<file path="src/rtl/swarq_pkg.sv">
`timescale 1ns / 1ps
// ----------------------------------------------------------------------------
// swarq_pkg
// Shared types, codes and constants of the sliding-window ARQ receiver core.
// ----------------------------------------------------------------------------
package swarq_pkg;

   // Sequence numbers are 8 bits wide, so at most this many slots are ever used.
   localparam int unsigned SEQ_SPACE         = 256;
   localparam int unsigned SEQ_W             = 8;
   localparam int unsigned SEQ_SLOTS_DEFAULT = 256;

   // Packet kinds.
   localparam logic [1:0] KIND_DATA    = 2'd0;
   localparam logic [1:0] KIND_LAST    = 2'd1;
   localparam logic [1:0] KIND_OTHER   = 2'd2;
   localparam logic [1:0] KIND_TIMEOUT = 2'd3;

   // Status codes in a result item.
   localparam logic [1:0] STATUS_RECV  = 2'd0;
   localparam logic [1:0] STATUS_CLOSE = 2'd1;
   localparam logic [1:0] STATUS_DONE  = 2'd2;
   localparam logic [1:0] STATUS_ABORT = 2'd3;

   // Transfer phases.
   localparam logic [1:0] PHASE_FIRST = 2'd0;
   localparam logic [1:0] PHASE_RECV  = 2'd1;
   localparam logic [1:0] PHASE_CLOSE = 2'd2;
   localparam logic [1:0] PHASE_END   = 2'd3;

   // Register file.
   localparam int unsigned CSR_ADDR_W   = 3;
   localparam int unsigned CSR_DATA_W   = 32;
   localparam logic        REG_WINDOW   = 1'b0;
   localparam logic [7:0]  WINDOW_RESET = 8'd4;

   // Depth of the queue between front and back.
   localparam int unsigned QUEUE_DEPTH = 2;

   // One classified packet event.
   typedef struct packed {
      logic [1:0]       kind;
      logic [SEQ_W-1:0] seq;
      logic             crc_match;
      logic             seq_zero;
   } pkt_type;

   // One result item.
   typedef struct packed {
      logic [8:0] ack_seq;
      logic       send_ack;
      logic       store_payload;
      logic       duplicate;
      logic [1:0] status;
   } result_type;

endpackage

</file>
<file path="src/rtl/swarq_front.sv">
`timescale 1ns / 1ps
// ----------------------------------------------------------------------------
// swarq_front
// Accepts packet events, classifies them and works out their slot index,
// then holds them in a short queue until the back end takes them.
// ----------------------------------------------------------------------------
module swarq_front
   import swarq_pkg::*;
#(
   parameter int unsigned SEQ_SLOTS = SEQ_SLOTS_DEFAULT
) (
   input  logic                clock,
   input  logic                reset,
   input  logic                in_valid,
   output logic                in_stall,
   input  logic [1:0]          in_kind,
   input  logic [SEQ_W-1:0]    in_seq,
   input  logic                in_crc_match,
   output logic                q_valid,
   input  logic                q_pop,
   output pkt_type             q_pkt,
   output logic [((SEQ_SLOTS < SEQ_SPACE) ? $clog2(SEQ_SLOTS) : SEQ_W)-1:0] q_idx
);

   localparam int unsigned SLOT_DEPTH = (SEQ_SLOTS < SEQ_SPACE) ? SEQ_SLOTS : SEQ_SPACE;
   localparam int unsigned IDX_W      = $clog2(SLOT_DEPTH);
   localparam int unsigned PTR_W      = $clog2(QUEUE_DEPTH);
   localparam int unsigned CNT_W      = $clog2(QUEUE_DEPTH + 1);

   logic [IDX_W-1:0] idx_table [SEQ_SPACE];
   logic [IDX_W-1:0] slot_idx;
   pkt_type          pkt;
   logic             push;

   pkt_type          pkt_ff [QUEUE_DEPTH];
   logic [IDX_W-1:0] idx_ff [QUEUE_DEPTH];
   logic [PTR_W-1:0] wr_ptr_ff, wr_ptr_in;
   logic [PTR_W-1:0] rd_ptr_ff, rd_ptr_in;
   logic [CNT_W-1:0] count_ff, count_in;

   // Constant table from sequence number to slot index (seq modulo slot count).
   for (genvar i = 0; i < SEQ_SPACE; i++) begin : g_idx
      localparam int unsigned Rem = i % SEQ_SLOTS;
      assign idx_table[i] = IDX_W'(Rem);
   end

   // Classify the incoming item.
   always_comb begin
      pkt.kind      = in_kind;
      pkt.seq       = in_seq;
      pkt.crc_match = in_crc_match;
      pkt.seq_zero  = (in_seq == '0);
      slot_idx      = idx_table[in_seq];
   end

   // The queue takes an item whenever it has room.
   assign in_stall = (count_ff == CNT_W'(QUEUE_DEPTH));
   assign push     = in_valid && !in_stall;

   always_comb begin
      wr_ptr_in = wr_ptr_ff;
      rd_ptr_in = rd_ptr_ff;
      count_in  = count_ff;
      if (push) begin
         wr_ptr_in = (wr_ptr_ff == PTR_W'(QUEUE_DEPTH - 1)) ? '0 : wr_ptr_ff + 1'b1;
      end
      if (q_pop) begin
         rd_ptr_in = (rd_ptr_ff == PTR_W'(QUEUE_DEPTH - 1)) ? '0 : rd_ptr_ff + 1'b1;
      end
      if (push && !q_pop) begin
         count_in = count_ff + 1'b1;
      end else if (q_pop && !push) begin
         count_in = count_ff - 1'b1;
      end
   end

   always_ff @(posedge clock) begin
      if (reset) begin
         wr_ptr_ff <= '0;
         rd_ptr_ff <= '0;
         count_ff  <= '0;
      end else begin
         wr_ptr_ff <= wr_ptr_in;
         rd_ptr_ff <= rd_ptr_in;
         count_ff  <= count_in;
      end
   end

   // Queue storage.
   always_ff @(posedge clock) begin
      if (push) begin
         pkt_ff[wr_ptr_ff] <= pkt;
         idx_ff[wr_ptr_ff] <= slot_idx;
      end
   end

   assign q_valid = (count_ff != '0);
   assign q_pkt   = pkt_ff[rd_ptr_ff];
   assign q_idx   = idx_ff[rd_ptr_ff];

endmodule

</file>
<file path="src/rtl/swarq_back.sv">
`timescale 1ns / 1ps
// ----------------------------------------------------------------------------
// swarq_back
// Carries out queued packet events against the transfer state and the slot
// map memory, and holds each result item in an output register until it is
// taken. The slot map is read into a register when an item is loaded, ahead
// of its decision, and is cleared one entry per cycle after reset.
// ----------------------------------------------------------------------------
module swarq_back
   import swarq_pkg::*;
#(
   parameter int unsigned SEQ_SLOTS = SEQ_SLOTS_DEFAULT
) (
   input  logic             clock,
   input  logic             reset,
   input  logic [7:0]       window_size,
   input  logic             q_valid,
   output logic             q_pop,
   input  pkt_type          q_pkt,
   input  logic [((SEQ_SLOTS < SEQ_SPACE) ? $clog2(SEQ_SLOTS) : SEQ_W)-1:0] q_idx,
   output logic             out_valid,
   input  logic             out_stall,
   output result_type       out_result
);

   localparam int unsigned SLOT_DEPTH = (SEQ_SLOTS < SEQ_SPACE) ? SEQ_SLOTS : SEQ_SPACE;
   localparam int unsigned IDX_W      = $clog2(SLOT_DEPTH);

   // Slot map memory and its clearing pass.
   logic                  slot_mem [SLOT_DEPTH];
   logic                  clearing_ff;
   logic [IDX_W-1:0]      clear_idx_ff;
   logic                  slot_rd_ff;
   logic                  fwd_ff, fwd_in;
   logic                  mem_we;
   logic [IDX_W-1:0]      mem_waddr;
   logic                  mem_wdata;

   // Item whose slot has been read and which waits for its decision.
   logic                  exe_valid_ff, exe_valid_in;
   pkt_type               exe_pkt_ff;
   logic [IDX_W-1:0]      exe_idx_ff;

   logic [1:0]            phase_ff, phase_in;
   logic [SEQ_W-1:0]      expected_ff, expected_in;
   logic [SEQ_W-1:0]      last_ack_ff, last_ack_in;
   logic                  valid_ff, valid_in;
   result_type            result_ff;

   logic                  go;
   logic                  load;
   logic                  has_result;
   logic                  mark;
   logic                  slot_full;
   logic [8:0]            prev_ack;
   logic signed [9:0]     close_low;
   logic                  close_ok;
   logic                  is_data;
   result_type            res;

   // The waiting item is carried out when the output register is free or being
   // emptied. A new item is taken from the queue when the waiting slot is free
   // or being freed, and never during the clearing pass.
   assign go    = exe_valid_ff && (!valid_ff || !out_stall);
   assign load  = !clearing_ff && (!exe_valid_ff || go);
   assign q_pop = q_valid && load;

   always_comb begin
      exe_valid_in = exe_valid_ff;
      if (q_pop) begin
         exe_valid_in = 1'b1;
      end else if (go) begin
         exe_valid_in = 1'b0;
      end
   end

   // The slot written at the edge where the next item is read is forwarded.
   assign fwd_in = go && mark && (q_idx == exe_idx_ff);

   // Shared compares for the waiting item.
   always_comb begin
      slot_full = slot_rd_ff || fwd_ff;
      prev_ack  = {1'b0, expected_ff} - 9'd1;
      close_low = $signed({2'b00, expected_ff}) - $signed({2'b00, window_size});
      close_ok  = $signed({2'b00, exe_pkt_ff.seq}) > close_low;
      is_data   = (exe_pkt_ff.kind == KIND_DATA) || (exe_pkt_ff.kind == KIND_LAST);
   end

   // Decide the result and the next state.
   always_comb begin
      phase_in    = phase_ff;
      expected_in = expected_ff;
      last_ack_in = last_ack_ff;
      has_result  = 1'b0;
      mark        = 1'b0;
      res         = '0;
      case (phase_ff)
         PHASE_END: begin
            has_result = 1'b0;
         end
         PHASE_CLOSE: begin
            has_result = 1'b1;
            if (exe_pkt_ff.kind == KIND_DATA && close_ok) begin
               res.ack_seq  = {1'b0, last_ack_ff};
               res.send_ack = 1'b1;
               res.status   = STATUS_CLOSE;
            end else begin
               phase_in   = PHASE_END;
               res.status = STATUS_DONE;
            end
         end
         PHASE_FIRST, PHASE_RECV: begin
            if (phase_ff == PHASE_FIRST && exe_pkt_ff.kind == KIND_TIMEOUT) begin
               has_result = 1'b0;
            end else if (phase_ff == PHASE_FIRST && !exe_pkt_ff.seq_zero) begin
               phase_in   = PHASE_END;
               has_result = 1'b1;
               res.status = STATUS_ABORT;
            end else begin
               phase_in = PHASE_RECV;
               if (is_data && exe_pkt_ff.crc_match) begin
                  has_result   = 1'b1;
                  res.send_ack = 1'b1;
                  res.status   = STATUS_RECV;
                  if (exe_pkt_ff.seq == expected_ff) begin
                     mark              = 1'b1;
                     res.ack_seq       = {1'b0, expected_ff};
                     res.store_payload = !slot_full;
                     res.duplicate     = slot_full;
                     if (exe_pkt_ff.kind == KIND_LAST) begin
                        phase_in    = PHASE_CLOSE;
                        last_ack_in = expected_ff;
                        res.status  = STATUS_CLOSE;
                     end else begin
                        expected_in = expected_ff + 1'b1;
                     end
                  end else if (exe_pkt_ff.seq > expected_ff) begin
                     mark              = 1'b1;
                     res.ack_seq       = prev_ack;
                     res.store_payload = !slot_full;
                     res.duplicate     = slot_full;
                  end else begin
                     res.ack_seq = prev_ack;
                  end
               end
            end
         end
         default: begin
            has_result = 1'b0;
         end
      endcase
   end

   // Output register handshake.
   always_comb begin
      valid_in = valid_ff;
      if (go && has_result) begin
         valid_in = 1'b1;
      end else if (valid_ff && !out_stall) begin
         valid_in = 1'b0;
      end
   end

   // Transfer state.
   always_ff @(posedge clock) begin
      if (reset) begin
         phase_ff     <= PHASE_FIRST;
         expected_ff  <= '0;
         last_ack_ff  <= '0;
         exe_valid_ff <= 1'b0;
         valid_ff     <= 1'b0;
      end else begin
         valid_ff     <= valid_in;
         exe_valid_ff <= exe_valid_in;
         if (go) begin
            phase_ff    <= phase_in;
            expected_ff <= expected_in;
            last_ack_ff <= last_ack_in;
         end
      end
   end

   // Clearing pass over the slot map after reset.
   always_ff @(posedge clock) begin
      if (reset) begin
         clearing_ff  <= 1'b1;
         clear_idx_ff <= '0;
      end else if (clearing_ff) begin
         if (clear_idx_ff == IDX_W'(SLOT_DEPTH - 1)) begin
            clearing_ff <= 1'b0;
         end
         clear_idx_ff <= clear_idx_ff + 1'b1;
      end
   end

   // One write port: clearing first, then marking the carried-out slot.
   always_comb begin
      mem_we    = 1'b0;
      mem_waddr = exe_idx_ff;
      mem_wdata = 1'b1;
      if (clearing_ff) begin
         mem_we    = 1'b1;
         mem_waddr = clear_idx_ff;
         mem_wdata = 1'b0;
      end else if (go && mark) begin
         mem_we = 1'b1;
      end
   end

   always_ff @(posedge clock) begin
      if (mem_we) begin
         slot_mem[mem_waddr] <= mem_wdata;
      end
   end

   // Load the next item together with the registered read of its slot.
   always_ff @(posedge clock) begin
      if (q_pop) begin
         exe_pkt_ff <= q_pkt;
         exe_idx_ff <= q_idx;
         slot_rd_ff <= slot_mem[q_idx];
         fwd_ff     <= fwd_in;
      end
   end

   // Result payload.
   always_ff @(posedge clock) begin
      if (go && has_result) begin
         result_ff <= res;
      end
   end

   assign out_valid  = valid_ff;
   assign out_result = result_ff;

endmodule

</file>
<file path="src/rtl/sliding_window_arq_receiver_core.sv">
`timescale 1ns / 1ps
// ----------------------------------------------------------------------------
// sliding_window_arq_receiver_core
// Receiver side of a sliding-window ARQ link: acknowledges packet events,
// tracks stored slots and walks the transfer through its phases.
// ----------------------------------------------------------------------------
// The core takes one packet event per clock cycle when not stalled and gives
// at most one result item for it. A front end classifies each item into a
// two-entry queue. The back end reads the item's slot from the slot map into a
// register, then decides the result and writes the slot back, so it finishes
// one item per cycle while results are taken; with an empty queue and a free
// result channel an item passes through the queue, the waiting-item register
// and the output register. The input stalls only when the queue is full, that
// is while a stalled result or the clearing pass holds up the back end. After
// reset the slot map is cleared one entry per cycle (at most 256 entries);
// meanwhile up to two items are accepted and wait. The window size register
// sits at byte address 0 and must be written only while nothing is in flight.
module sliding_window_arq_receiver_core
   import swarq_pkg::*;
#(
   parameter int unsigned SEQ_SLOTS = SEQ_SLOTS_DEFAULT
) (
   input  logic                  clock,
   input  logic                  reset,
   // Input channel
   input  logic                  req_valid,
   output logic                  req_stall,
   input  logic [1:0]            req_kind,
   input  logic [SEQ_W-1:0]      req_seq,
   input  logic                  req_crc_match,
   // Result channel
   output logic                  rsp_valid,
   input  logic                  rsp_stall,
   output logic signed [8:0]     rsp_ack_seq,
   output logic                  rsp_send_ack,
   output logic                  rsp_store_payload,
   output logic                  rsp_duplicate,
   output logic [1:0]            rsp_status,
   // Configuration port
   input  logic                  csr_psel,
   input  logic                  csr_penable,
   input  logic                  csr_pwrite,
   input  logic [CSR_ADDR_W-1:0] csr_paddr,
   input  logic [CSR_DATA_W-1:0] csr_pwdata,
   output logic [CSR_DATA_W-1:0] csr_prdata,
   output logic                  csr_pready
);

   localparam int unsigned SLOT_DEPTH = (SEQ_SLOTS < SEQ_SPACE) ? SEQ_SLOTS : SEQ_SPACE;
   localparam int unsigned IDX_W      = $clog2(SLOT_DEPTH);

   logic [7:0]       window_ff;
   logic             csr_write;
   logic             q_valid;
   logic             q_pop;
   pkt_type          q_pkt;
   logic [IDX_W-1:0] q_idx;
   result_type       result;

   // Register file: one window size register.
   assign csr_pready = 1'b1;
   assign csr_write  = csr_psel && csr_penable && csr_pwrite && csr_pready;

   always_ff @(posedge clock) begin
      if (reset) begin
         window_ff <= WINDOW_RESET;
      end else if (csr_write && csr_paddr[2] == REG_WINDOW) begin
         window_ff <= csr_pwdata[7:0];
      end
   end

   always_comb begin
      csr_prdata = '0;
      if (csr_paddr[2] == REG_WINDOW) begin
         csr_prdata = {{(CSR_DATA_W - 8){1'b0}}, window_ff};
      end
   end

   // Front end: accept, classify and queue.
   swarq_front #(
      .SEQ_SLOTS (SEQ_SLOTS)
   ) u_front (
      .clock        (clock),
      .reset        (reset),
      .in_valid     (req_valid),
      .in_stall     (req_stall),
      .in_kind      (req_kind),
      .in_seq       (req_seq),
      .in_crc_match (req_crc_match),
      .q_valid      (q_valid),
      .q_pop        (q_pop),
      .q_pkt        (q_pkt),
      .q_idx        (q_idx)
   );

   // Back end: transfer state, slot map and result register.
   swarq_back #(
      .SEQ_SLOTS (SEQ_SLOTS)
   ) u_back (
      .clock       (clock),
      .reset       (reset),
      .window_size (window_ff),
      .q_valid     (q_valid),
      .q_pop       (q_pop),
      .q_pkt       (q_pkt),
      .q_idx       (q_idx),
      .out_valid   (rsp_valid),
      .out_stall   (rsp_stall),
      .out_result  (result)
   );

   assign rsp_ack_seq       = result.ack_seq;
   assign rsp_send_ack      = result.send_ack;
   assign rsp_store_payload = result.store_payload;
   assign rsp_duplicate     = result.duplicate;
   assign rsp_status        = result.status;

endmodule
</file>
<file path="config.mk">
export PLATFORM = sky130hd
export DESIGN_NAME = sliding_window_arq_receiver_core
export DESIGN_NICKNAME = d
export VERILOG_FILES = /design/src/rtl/swarq_pkg.sv /design/src/rtl/swarq_front.sv /design/src/rtl/swarq_back.sv /design/src/rtl/sliding_window_arq_receiver_core.sv
export SDC_FILE = /design/constraint.sdc
export NUM_CORES = 1
export LEC_CHECK = 0
export BUFFER_PORTS_ARGS = -buffer_cell sky130_fd_sc_hd__buf_2
export CORE_AREA = 2 2 242 244
export DETAILED_ROUTE_END_ITERATION = 10
export DIE_AREA = 0 0 244 246
export MAX_ROUTING_LAYER = met4
export PLACE_DENSITY = 0.45
export SYNTH_ARGS = -nofsm -noshare
export SYNTH_HDL_FRONTEND = slang
export SYNTH_HIERARCHICAL = 1
export SYNTH_SLANG_ARGS = --single-unit
</file>
<file path="constraint.sdc">
create_clock -name clock -period 4.7 [get_ports clock]
set_input_delay 0.235 -clock clock [delete_from_list [all_inputs] [get_ports clock]]
set_output_delay 0.235 -clock clock [all_outputs]
set_load 0.005 [all_outputs]
</file>
==> summary.txt, run 1 <==
Synth
  • Count of cell types in the netlist: 70
  • Mapped cell area: 17120 µm²
  • Top-count cell post-synth: nor2_1
  • Syn Area/Cell: 11.94 µm²
  • Top cell type's share of synthesized area: 55.44%
  • Yosys warns: 6
  • Xor/xnor share of the synthesized area: 1.842%
  • Top cells by area, synth: edfxtp_1 (55%), nor2_1 (7.7%), dfxtp_1 (4.9%)
  • Syn Inst Count: 1434
  • Post-synth top cells: nor2_1 (351), edfxtp_1 (316), nand2_1 (148), mux2i_1 (67), buf_4 (46)
  • Post-synth ARST share: 0%
  • Synth Flop Type: edfxtp_1
  • Synth area leader: edfxtp_1
  • Sequential cell area fraction in the yosys report: 60.36%
  • Synth Area in Compound Gates: 5.424%
  • Post-synthesis mux area share: 9.906%
  • Post-synth EDFFs: 316
  • #FFs+latches synth: 358
  • Post-synthesis simple-gate area fraction: 14.97%
  • Post-synthesis adder-cell area fraction: 2.164%
  • Main combinational cell family by area after synthesis: simple AND/OR/NAND/NOR gates

CTS
  • Root buf cell: clkbuf_16
  • Sink Count: 358
  • CTS clk-pin slew, worst paths: 60 ps
  • Cts bufs inserted: 42
  • Clk buf depth: 3
  • Worst-Skew Late Latency: 570 ps
  • CTS H-tree lvls: 2
  • CTS tree: yes

Drt
  • # DRC: 0
  • Detailed Route Iter0 Violations: 722
  • Routed len/inst: 18.38 µm
  • Final ANT Viol Nets: 0
  • Vias/cell: 4.760
  • Vias after detailed routing: 10890
  • Final Routed Wirelength: 42.04 mm
  • Drt first pass iters: 5

Placement
  • RD Place Congestion: 0.7801
  • HPWL Detailed: 24.80 mm
  • PortBufs: 50
  • Placed inst area: 17940 µm²

Floorplan
  • Initial Util: 29.84%
  • Die area: 60020 µm²
  • Die Ht: 246 µm
  • Width of the die: 244 µm
  • Top Ports: 102
  • Num rows: 88
  • Core area: 57370 µm²

Power and ir drop
  • Clock power frac: 43.3%
  • Switch Pwr: 0.001623 W
  • Pint: 0.005313 W
  • Combinational power share: 6.8%
  • Power density over cell area: 357.6 nW/µm²
  • Total power: 0.006936 W
  • Switching Share: 23.39%
  • Worst vdd ir: 0.2880 mV
  • Leakage: 6.222 nW
  • Register share of total power: 49.9%

Worst setup path
  • Crit path to: u_back/out_result[4]
  • Crit path max-delay family: compound AO/OA/AOI/OAI gates
  • Worst Setup Start Kind: flip-flop
  • Endpoint type of the worst setup path: flip-flop
  • R2R cell count: 18
  • CP max stage cell: fa_1
  • Crit-path cells: inv_1 > ha_1 > inv_1 > fa_1 > a21o_1 > a21oi_1 > o21bai_1 > a21oi_1 > xor2_1 > ha_1 > and4_1 > a21boi_0 > o21ai_0 > o21ai_0 > nor3_1 > nor3_1 > buf_4 > or2_2
  • Setup CP Type: reg2reg
  • Largest fanout on the critical path: 11
  • R2r setup slk: 760 ps
  • CP Data Required Time: 5010 ps
  • Worst path bufs/invs: 3
  • Crit path DAT: 4250 ps
  • Critical Path Stages: 18
  • CP peak stage delay: 420 ps
  • Worst Setup SP: u_back/expected_ff[0]
  • Reg2reg start: u_back/expected_ff[0]
  • Critical R2R Capture: u_back/out_result[4]

Run status
  • Outcome: completed

GRT
  • Pin count of the biggest net entering global routing: 97
  • Global-route wire length before repair: 64.31 mm
  • GRT overflow: 0
  • Initial antenna violation count: 1
  • Vias in the first global route: 10900
  • GRT Resource Usage Total: 14.38%

Timing
  • Tcrit/Tclk final: 83.90%
  • Total negative slack: 0 ps
  • Final worst path period need: 3943 ps
  • RSZ-0062 raised after global routing: false
  • Worst clock skew: 25.80 ps
  • Final setup violation count: 0
  • Pin slew with the least headroom to its limit: 989.2 ps
  • Final hold vios: 0
  • Max Freq: 253.6 MHz
  • Max-slew headroom: 34.05%
  • Final Max Slew Viols: 0

Cells and area
  • Design Area, Final: 19390 µm²
  • Synth-to-layout area growth: 13.32%
  • Fill count: 5688
  • Net total in the final layout: 1571
  • Share of layout cells above drive strength 1: 13.47%

Flow run
  • MaxCap Viol Count: 0

Worst hold path
  • Min-delay worst type: in2reg
  • Worst hold stages: 4
## sequential cells by signal (all words and copies together), names as in the netlist, named ones only
| signal | flops |
|---|---|
| u_back/exe_valid_ff | 1 |
| u_front/pkt_ff | 24 |
| u_back/slot_mem | 256 |
| u_front/wr_ptr_ff | 1 |
| u_back/clearing_ff | 1 |
| u_back/fwd_ff | 1 |
| u_back/out_valid | 1 |
| u_back/exe_pkt_ff | 12 |
| u_front/rd_ptr_ff | 1 |
| u_back/slot_rd_ff | 1 |
| u_back/out_result | 14 |
| u_back/exe_idx_ff | 8 |
| u_back/phase_ff | 2 |
| u_back/expected_ff | 8 |
| u_back/last_ack_ff | 8 |
| window_ff | 8 |
| u_front/count_ff | 2 |
| u_back/clear_idx_ff | 8 |
## layer usage
layer  global-route usage, %  wire (µm)  vias up
met2                   23.18      20070      202
met5                       -          0        -
li1                        -          -     5180
met1                   18.63      19330     5443
met3                   2.418       1751       66
met4                   4.268        898        0
## metrics by stage
step           std cells  setup slack (ps)  hold WS, ps  utilization (%)
2_1_floorplan       1457             519.2        304.1                -
3_3_place_gp        2190             778.7        423.4            31.28
3_5_place_dp        2190             796.5        429.4            31.28
4_1_cts             2287             748.7        13.11            33.81
5_1_grt             2288             445.7        55.82            33.81
6_report            2288             756.9        47.59            33.81
## layout make-up
| class | count | area (µm²) | share of cell area, % |
|---|---|---|---|
| sequential | 358 | 10330 | 53.26 |
| clock buffer | 56 | 1135 | 5.851 |
| antenna | 1 | 2.502 | 0.01290 |
| tap | 765 | 957.2 | 4.935 |
| timing repair buffer | 103 | 735.7 | 3.793 |
| clock inverter | 21 | 115.1 | 0.5935 |
| inverter | 37 | 143.9 | 0.7419 |
| multi-input combinational | 947 | 5976 | 30.81 |
## power by group through the flow
stage               combinational (W)  sequential (W)  clock, W
floorplan                    0.000345         0.00352         0
global placement             0.000468         0.00353         0
detailed placement           0.000468         0.00353         0
CTS                          0.000482         0.00346   0.00310
global route                 0.000510         0.00346   0.00322
finish                       0.000473         0.00346   0.00300
## worst min-delay path by stage
stage / endpoint / slack, ps / start
after floorplan: u_front/count_ff[1] / 300 / reset
after global placement: u_front/pkt_ff[0][10] / 420 / req_kind[0]
after detailed placement: u_front/pkt_ff[1][10] / 430 / req_kind[0]
after CTS: u_front/wr_ptr_ff / 10 / req_valid
after global routing: u_front/wr_ptr_ff / 60 / req_valid
final: u_front/wr_ptr_ff / 50 / req_valid
## logic make-up (layout without fill, tap and decap cells)
kind of cell	Yosys count	in the layout
simple gates	606	606
flops	358	358
buf+inv	152	217
compound gates	133	133
mux	118	118
xor+xnor	36	36
fa+ha+maj	29	29
other cells	2	26
## placed cells by master, fill, tap and decap left out, types with 4 or more instances in the layout
master           n
nor4_1          10
buf_4           30
mux4_1           6
dfxtp_1         42
a21oi_1         34
xnor2_1         30
mux2i_1         67
ha_1            28
dlygate4sd3_1   20
nor2b_1          5
a22oi_1          5
mux2_2          11
nor3_1          14
a21o_1           8
buf_2           50
edfxtp_1       316
nor2_1         351
nand3_1         16
and2b_2          8
clkbuf_16       43
a22o_1          16
conb_1          25
o2111ai_1        5
or3_1            5
o22ai_1         18
clkbuf_1        12
and3_1           5
o21ai_0         16
clkinv_1        12
a31oi_1          4
mux4_2          32
nand2b_1        17
inv_1           34
xor2_1           6
clkinv_2         8
nand2_1        148
nand4_1          7
## what timing repair did
action	4_1_cts	5_1_grt
buffers inserted	0	0
hold endpoints to repair	32	0
gates resized for setup	0	0
hold buffers	20	0
## worst min-delay path, cell delays in order
cell and delay (ps):
buf_2 70, inv_1 50, o21ai_0 150, a21oi_1 60
Power figures use the tool's default switching activity.
==> inputs of run 2 (changes only) <==
Clock period 4.7 ns to 3.84 ns, I/O delays scaled along.
==> run 2 against run 1 <==
Effect of this change:
- via count rose by 0.92%
- clock skew fell by 12 ps
- worst setup slack lost 510 ps
- routed wire length grew 1.4%
- first-iteration DRC count increased by 10%
- critical path type unchanged
==> summary.txt, run 2 (same netlist as run 1, synthesis figures left out) <==
Timing
  • Worst clock skew: 13.52 ps
  • Pin slew with the least headroom to its limit: 966.3 ps
  • Final Max Slew Viols: 0
  • Final setup violation count: 0
  • Final hold vios: 0
  • Tcrit/Tclk final: 93.57%
  • Max-slew headroom: 35.58%
  • Final worst path period need: 3593 ps
  • Total negative slack: 0 ps
  • Final WS setup: 247.1 ps
  • Max Freq: 278.3 MHz

Drt
  • Routed len/inst: 18.43 µm
  • Vias/cell: 4.754
  • Vias after detailed routing: 10990
  • Final Routed Wirelength: 42.61 mm
  • Drt first pass iters: 5
  • # DRC: 0
  • Final ANT Viol Nets: 0
  • Detailed Route Iter0 Violations: 795

Cells and area
  • ANT cells: 0
  • Share of layout cells above drive strength 1: 14.93%
  • Most flop-heavy register: u_back/slot_mem
  • Synth-to-layout area growth: 15.13%
  • Largest register FFs: 256
  • Commonest cells after routing, fill and taps aside: nor2_1 (351), edfxtp_1 (316), nand2_1 (148)
  • Commonest non-fill, non-tap cell in the layout: nor2_1
  • Design Area, Final: 19710 µm²
  • Net total in the final layout: 1595

Worst setup path
  • Worst path bufs/invs: 3
  • Crit-path cells: inv_1 > ha_1 > inv_1 > fa_1 > a21o_1 > a21oi_1 > o21bai_1 > a21oi_1 > xor2_1 > ha_1 > and4_1 > a21boi_0 > nand3_1 > o21ai_0 > nor3_2 > nor3_1 > buf_4 > a22o_1
  • R2r setup slk: 250 ps
  • Setup CP Type: reg2reg
  • Endpoint type of the worst setup path: flip-flop
  • CP peak stage delay: 420 ps
  • Critical R2R Capture: u_back/out_result[10]
  • Critical Path Stages: 18
  • Crit path max-delay family: compound AO/OA/AOI/OAI gates
  • Worst Setup SP: u_back/expected_ff[0]
  • Crit path DAT: 4030 ps
  • Reg2reg start: u_back/expected_ff[0]
  • Largest fanout on the critical path: 11
  • Crit path to: u_back/out_result[10]
  • CP max stage cell: fa_1
  • CP Data Required Time: 4280 ps
  • R2R cell count: 18
  • Worst Setup Start Kind: flip-flop

CTS
  • Post-CTS Repair Setup Buffers: 0
  • Clk buf depth: 3
  • CTS tree: yes
  • CTS H-tree lvls: 2
  • Cts bufs inserted: 43
  • Sink Count: 358
  • Worst-Skew Late Latency: 570 ps
  • CTS clk-pin slew, worst paths: 60 ps
  • Root buf cell: clkbuf_16

Power and ir drop
  • Worst vdd ir: 0.2547 mV
  • Leakage: 6.388 nW
  • Power density over cell area: 450.8 nW/µm²

GRT
  • Initial antenna violation count: 0
  • Vias in the first global route: 10920
  • Pin count of the biggest net entering global routing: 92
  • GRT Resource Usage Total: 14.66%
  • Global-route wire length before repair: 65.71 mm
  • GRT overflow: 0

Placement
  • Worst slack at placement: 219.4 ps
  • RD Place Congestion: 0.7882
  • PortBufs: 50
  • Placed inst area: 18110 µm²
  • HPWL Detailed: 25.93 mm

Floorplan
  • Num rows: 88
  • Die area: 60020 µm²
  • Initial Util: 29.84%
  • Core area: 57370 µm²
  • Top Ports: 102
  • Die Ht: 246 µm
  • Width of the die: 244 µm

Run status
  • Outcome: completed

Worst hold path
  • Min-delay worst type: in2reg

Flow run
  • MaxCap Viol Count: 0
[run 2: cell count changes in the layout (fill, tap and decap cells not counted)]
cell / previous run / this run
buf_4: 30 / 52
bufinv_16: 0 / 5
clkinv_2: 8 / 4
inv_6: 3 / 5
clkbuf_1: 12 / 11
clkinv_4: 0 / 1
diode_2: 1 / 0
dlygate4sd3_1: 20 / 21
inv_16: 1 / 0
nor3_1: 14 / 13
nor3_2: 1 / 2
[run 2: per-stage QoR]
stage                     hold slack, ps  total power, W  cells  util (%)
after floorplan                    261.1        0.004735   1457         -
after global placement             381.5        0.004915   2212     31.57
after detailed placement           387.8        0.004919   2212     31.57
after CTS                          235.9        0.009025   2312     34.34
after global routing               258.6        0.009205   2312     34.35
final                              265.9        0.008882   2312     34.35
[run 2: worst reg2reg max path: cells and delay by family, from the launching register on]
kind,cells,cell delay [ps]
AOI/OAI and AO/OA,7,1310
adders and majority gates,3,820
and+or+nand+nor,4,490
buffers and inverters,3,360
DFF,1,310
xor gates and xnor gates,1,170
[run 2: report_power, final]
group / total [W] / switching [W] / internal [W]
registers: 0.00424 / 0.0000143 / 0.00422
clock network: 0.00404 / 0.00162 / 0.00242
logic: 0.000603 / 0.000386 / 0.000217
total: 0.00888 / 0.00202 / 0.00686
[run 2: metal layers]
metal | vias to the layer above | GRT usage [%] | routed length [µm]
li1 | 5227 | - | -
met1 | 5541 | 19.13 | 19870
met2 | 165 | 23.83 | 20590
met3 | 58 | 1.961 | 1297
met4 | 0 | 4.376 | 861
met5 | - | - | 0
[run 2: final cells by class]
type	instances	area, µm²
fillers	5691	37660
flip-flops and latches	358	10330
multi-input cells	947	5981
clock buffers	55	1131
well taps	765	957.2
repair buffers	126	910.9
clock inverters	24	251.5
inverters	37	143.9
[run 2: repair_timing]
action / in CTS / in global routing
hold endpoints to repair: 33 / 0
gates resized for setup: 0 / 1
hold buffers: 21 / 0
setup endpoints to repair: 0 / 1
[run 2: worst min-delay path by stage]
stage | end | slack (ps) | depth (start not counted) | from
5_1_grt | window_ff[7] | 260 | 3 | csr_penable
4_1_cts | window_ff[4] | 240 | 3 | csr_penable
3_5_place_dp | u_front/pkt_ff[0][11] | 390 | 1 | req_kind[1]
6_report | u_front/rd_ptr_ff | 270 | 2 | reset
3_3_place_gp | u_front/pkt_ff[0][11] | 380 | 1 | req_kind[1]
2_1_floorplan | u_front/count_ff[1] | 260 | 1 | reset
==> inputs of run 3 (changes only) <==
Settings changed: MAX_ROUTING_LAYER met4 to not set.
==> run 3 against run 2 <==
Effect of this change:
- total power barely moved
- highest routed layer unchanged
- core utilization did not move
- worst setup slack better by 2.8 ps
- critical endpoint unchanged
- cell count unchanged
==> summary.txt, run 3 (same netlist as run 1, synthesis figures left out) <==
Worst setup path
  • Largest fanout on the critical path: 11
  • Endpoint type of the worst setup path: flip-flop
  • Reg2reg start: u_back/expected_ff[0]
  • R2r setup slk: 250 ps
  • CP max stage cell: fa_1
  • Critical R2R Capture: u_back/out_result[10]
  • R2R cell count: 18
  • Setup CP Type: reg2reg
  • Worst path bufs/invs: 3
  • CP Data Required Time: 4280 ps
  • Crit-path cells: inv_1 > ha_1 > inv_1 > fa_1 > a21o_1 > a21oi_1 > o21bai_1 > a21oi_1 > xor2_1 > ha_1 > and4_1 > a21boi_0 > nand3_1 > o21ai_0 > nor3_2 > nor3_1 > buf_4 > a22o_1
  • CP peak stage delay: 420 ps
  • Crit path max-delay family: compound AO/OA/AOI/OAI gates
  • Worst Setup Start Kind: flip-flop
  • Crit path DAT: 4030 ps

CTS
  • Cts bufs inserted: 43
  • Worst-Skew Late Latency: 570 ps
  • Root buf cell: clkbuf_16
  • Clk buf depth: 3
  • Post-CTS Repair Setup Buffers: 0
  • CTS H-tree lvls: 2
  • Sink Count: 358
  • CTS clk-pin slew, worst paths: 60 ps
  • CTS tree: yes

Cells and area
  • Largest register FFs: 256
  • ANT cells: 0
  • Area taken by flip-flops and latches: 10330 µm²
  • Share of layout cells above drive strength 1: 14.93%
  • Area of the multi-input gates: 5981 µm²
  • Final std cells w/o fill: 2312
  • Commonest cells after routing, fill and taps aside: nor2_1 (351), edfxtp_1 (316), nand2_1 (148)
  • Commonest non-fill, non-tap cell in the layout: nor2_1
  • Fill count: 5691
  • Net total in the final layout: 1595
  • Most flop-heavy register: u_back/slot_mem
  • Synth-to-layout area growth: 15.13%

Worst hold path
  • Worst Hold End: u_front/rd_ptr_ff
  • Min-delay worst type: in2reg
  • Worst hold stages: 2
  • Worst Min Path Start: reset

Timing
  • Pin slew with the least headroom to its limit: 948.6 ps
  • Final hold vios: 0
  • Final worst path period need: 3590 ps
  • Max Freq: 278.5 MHz
  • Tcrit/Tclk final: 93.49%
  • Final setup violation count: 0
  • Worst clock skew: 10.81 ps
  • Total negative slack: 0 ps
  • Final Max Slew Viols: 0
  • Hold slack: 259.4 ps
  • Max-slew headroom: 36.67%

Placement
  • HPWL Detailed: 25.93 mm
  • Placed cell count: 2212
  • PortBufs: 50
  • RD Place Congestion: 0.7776

Drt
  • Final ANT Viol Nets: 0
  • Vias after detailed routing: 10980
  • Routed len/inst: 18.44 µm
  • Drt first pass iters: 5
  • Vias/cell: 4.750
  • Final Routed Wirelength: 42.63 mm
  • Detailed Route Iter0 Violations: 742
  • # DRC: 0

GRT
  • Global-route wire length before repair: 65.62 mm
  • Pin count of the biggest net entering global routing: 92
  • Vias in the first global route: 10960
  • GRT overflow: 0
  • Initial antenna violation count: 0
  • GRT Resource Usage Total: 14.21%

Flow run
  • MaxCap Viol Count: 0

Power and ir drop
  • Total power: 0.008881 W
  • Power density over cell area: 450.7 nW/µm²
  • Leakage: 6.388 nW
  • Worst vdd ir: 0.2527 mV

Floorplan
  • Width of the die: 244 µm
  • Die Ht: 246 µm
  • Num rows: 88
  • Initial Util: 29.84%
  • Core area: 57370 µm²
  • Top Ports: 102
  • Die area: 60020 µm²

Run status
  • Outcome: completed
## run 3: cell counts in the layout (fill, tap and decap cells not counted)
Identical to the previous run, type by type.
## run 3: final cells by class
type                            instances  area share (%)
Multi-Input combinational cell        947           30.35
Tap cell                              765           4.857
Clock buffer                           55           5.740
Timing Repair Buffer                  126           4.623
Clock inverter                         24           1.276
Inverter                               37          0.7302
Sequential cell                       358           52.42
## run 3: what timing repair did
action                                 CTS  global route
endpoints found under the hold margin   33             0
setup endpoints to repair                0             1
hold buffers                            21             0
gates resized for setup                  0             1
## run 3: how the worst max path moves through the flow
stage,from,endpoint,cells after the start
2_1_floorplan,u_back/expected_ff[0],u_back/out_result[10],18
3_3_place_gp,u_back/expected_ff[0],u_back/out_result[4],18
3_5_place_dp,u_back/expected_ff[0],u_back/out_result[4],18
4_1_cts,u_back/expected_ff[0],u_back/out_result[4],18
5_1_grt,u_back/expected_ff[0],u_back/out_result[12],18
6_report,u_back/expected_ff[0],u_back/out_result[10],18
## run 3: power by group
part	total [W]	internal (W)	switching (W)
clock network	0.00404	0.00242	0.00162
registers	0.00424	0.00422	0.0000143
logic	0.000602	0.000217	0.000385
total	0.00888	0.00686	0.00202
## run 3: stage by stage
stage	setup slack [ps]	utilization (%)	instance area, µm²
3_3_place_gp	253.5	31.57	18110
3_5_place_dp	219.4	31.57	18110
6_report	249.9	34.35	19710
5_1_grt	-2.194	34.35	19710
2_1_floorplan	358.5	-	17200
4_1_cts	195.3	34.34	19700
## run 3: metal layers
metal  wire length, µm  vias to the layer above  GRT usage [%]  share of wire (%)
li1                  -                     5228              -                  -
met1             19790                     5515          19.14                 46
met2             20600                      184          23.75                 48
met3              1374                       56          1.961                3.2
met4               860                        0          4.376                2.0
met5                 0                        -              0                  0
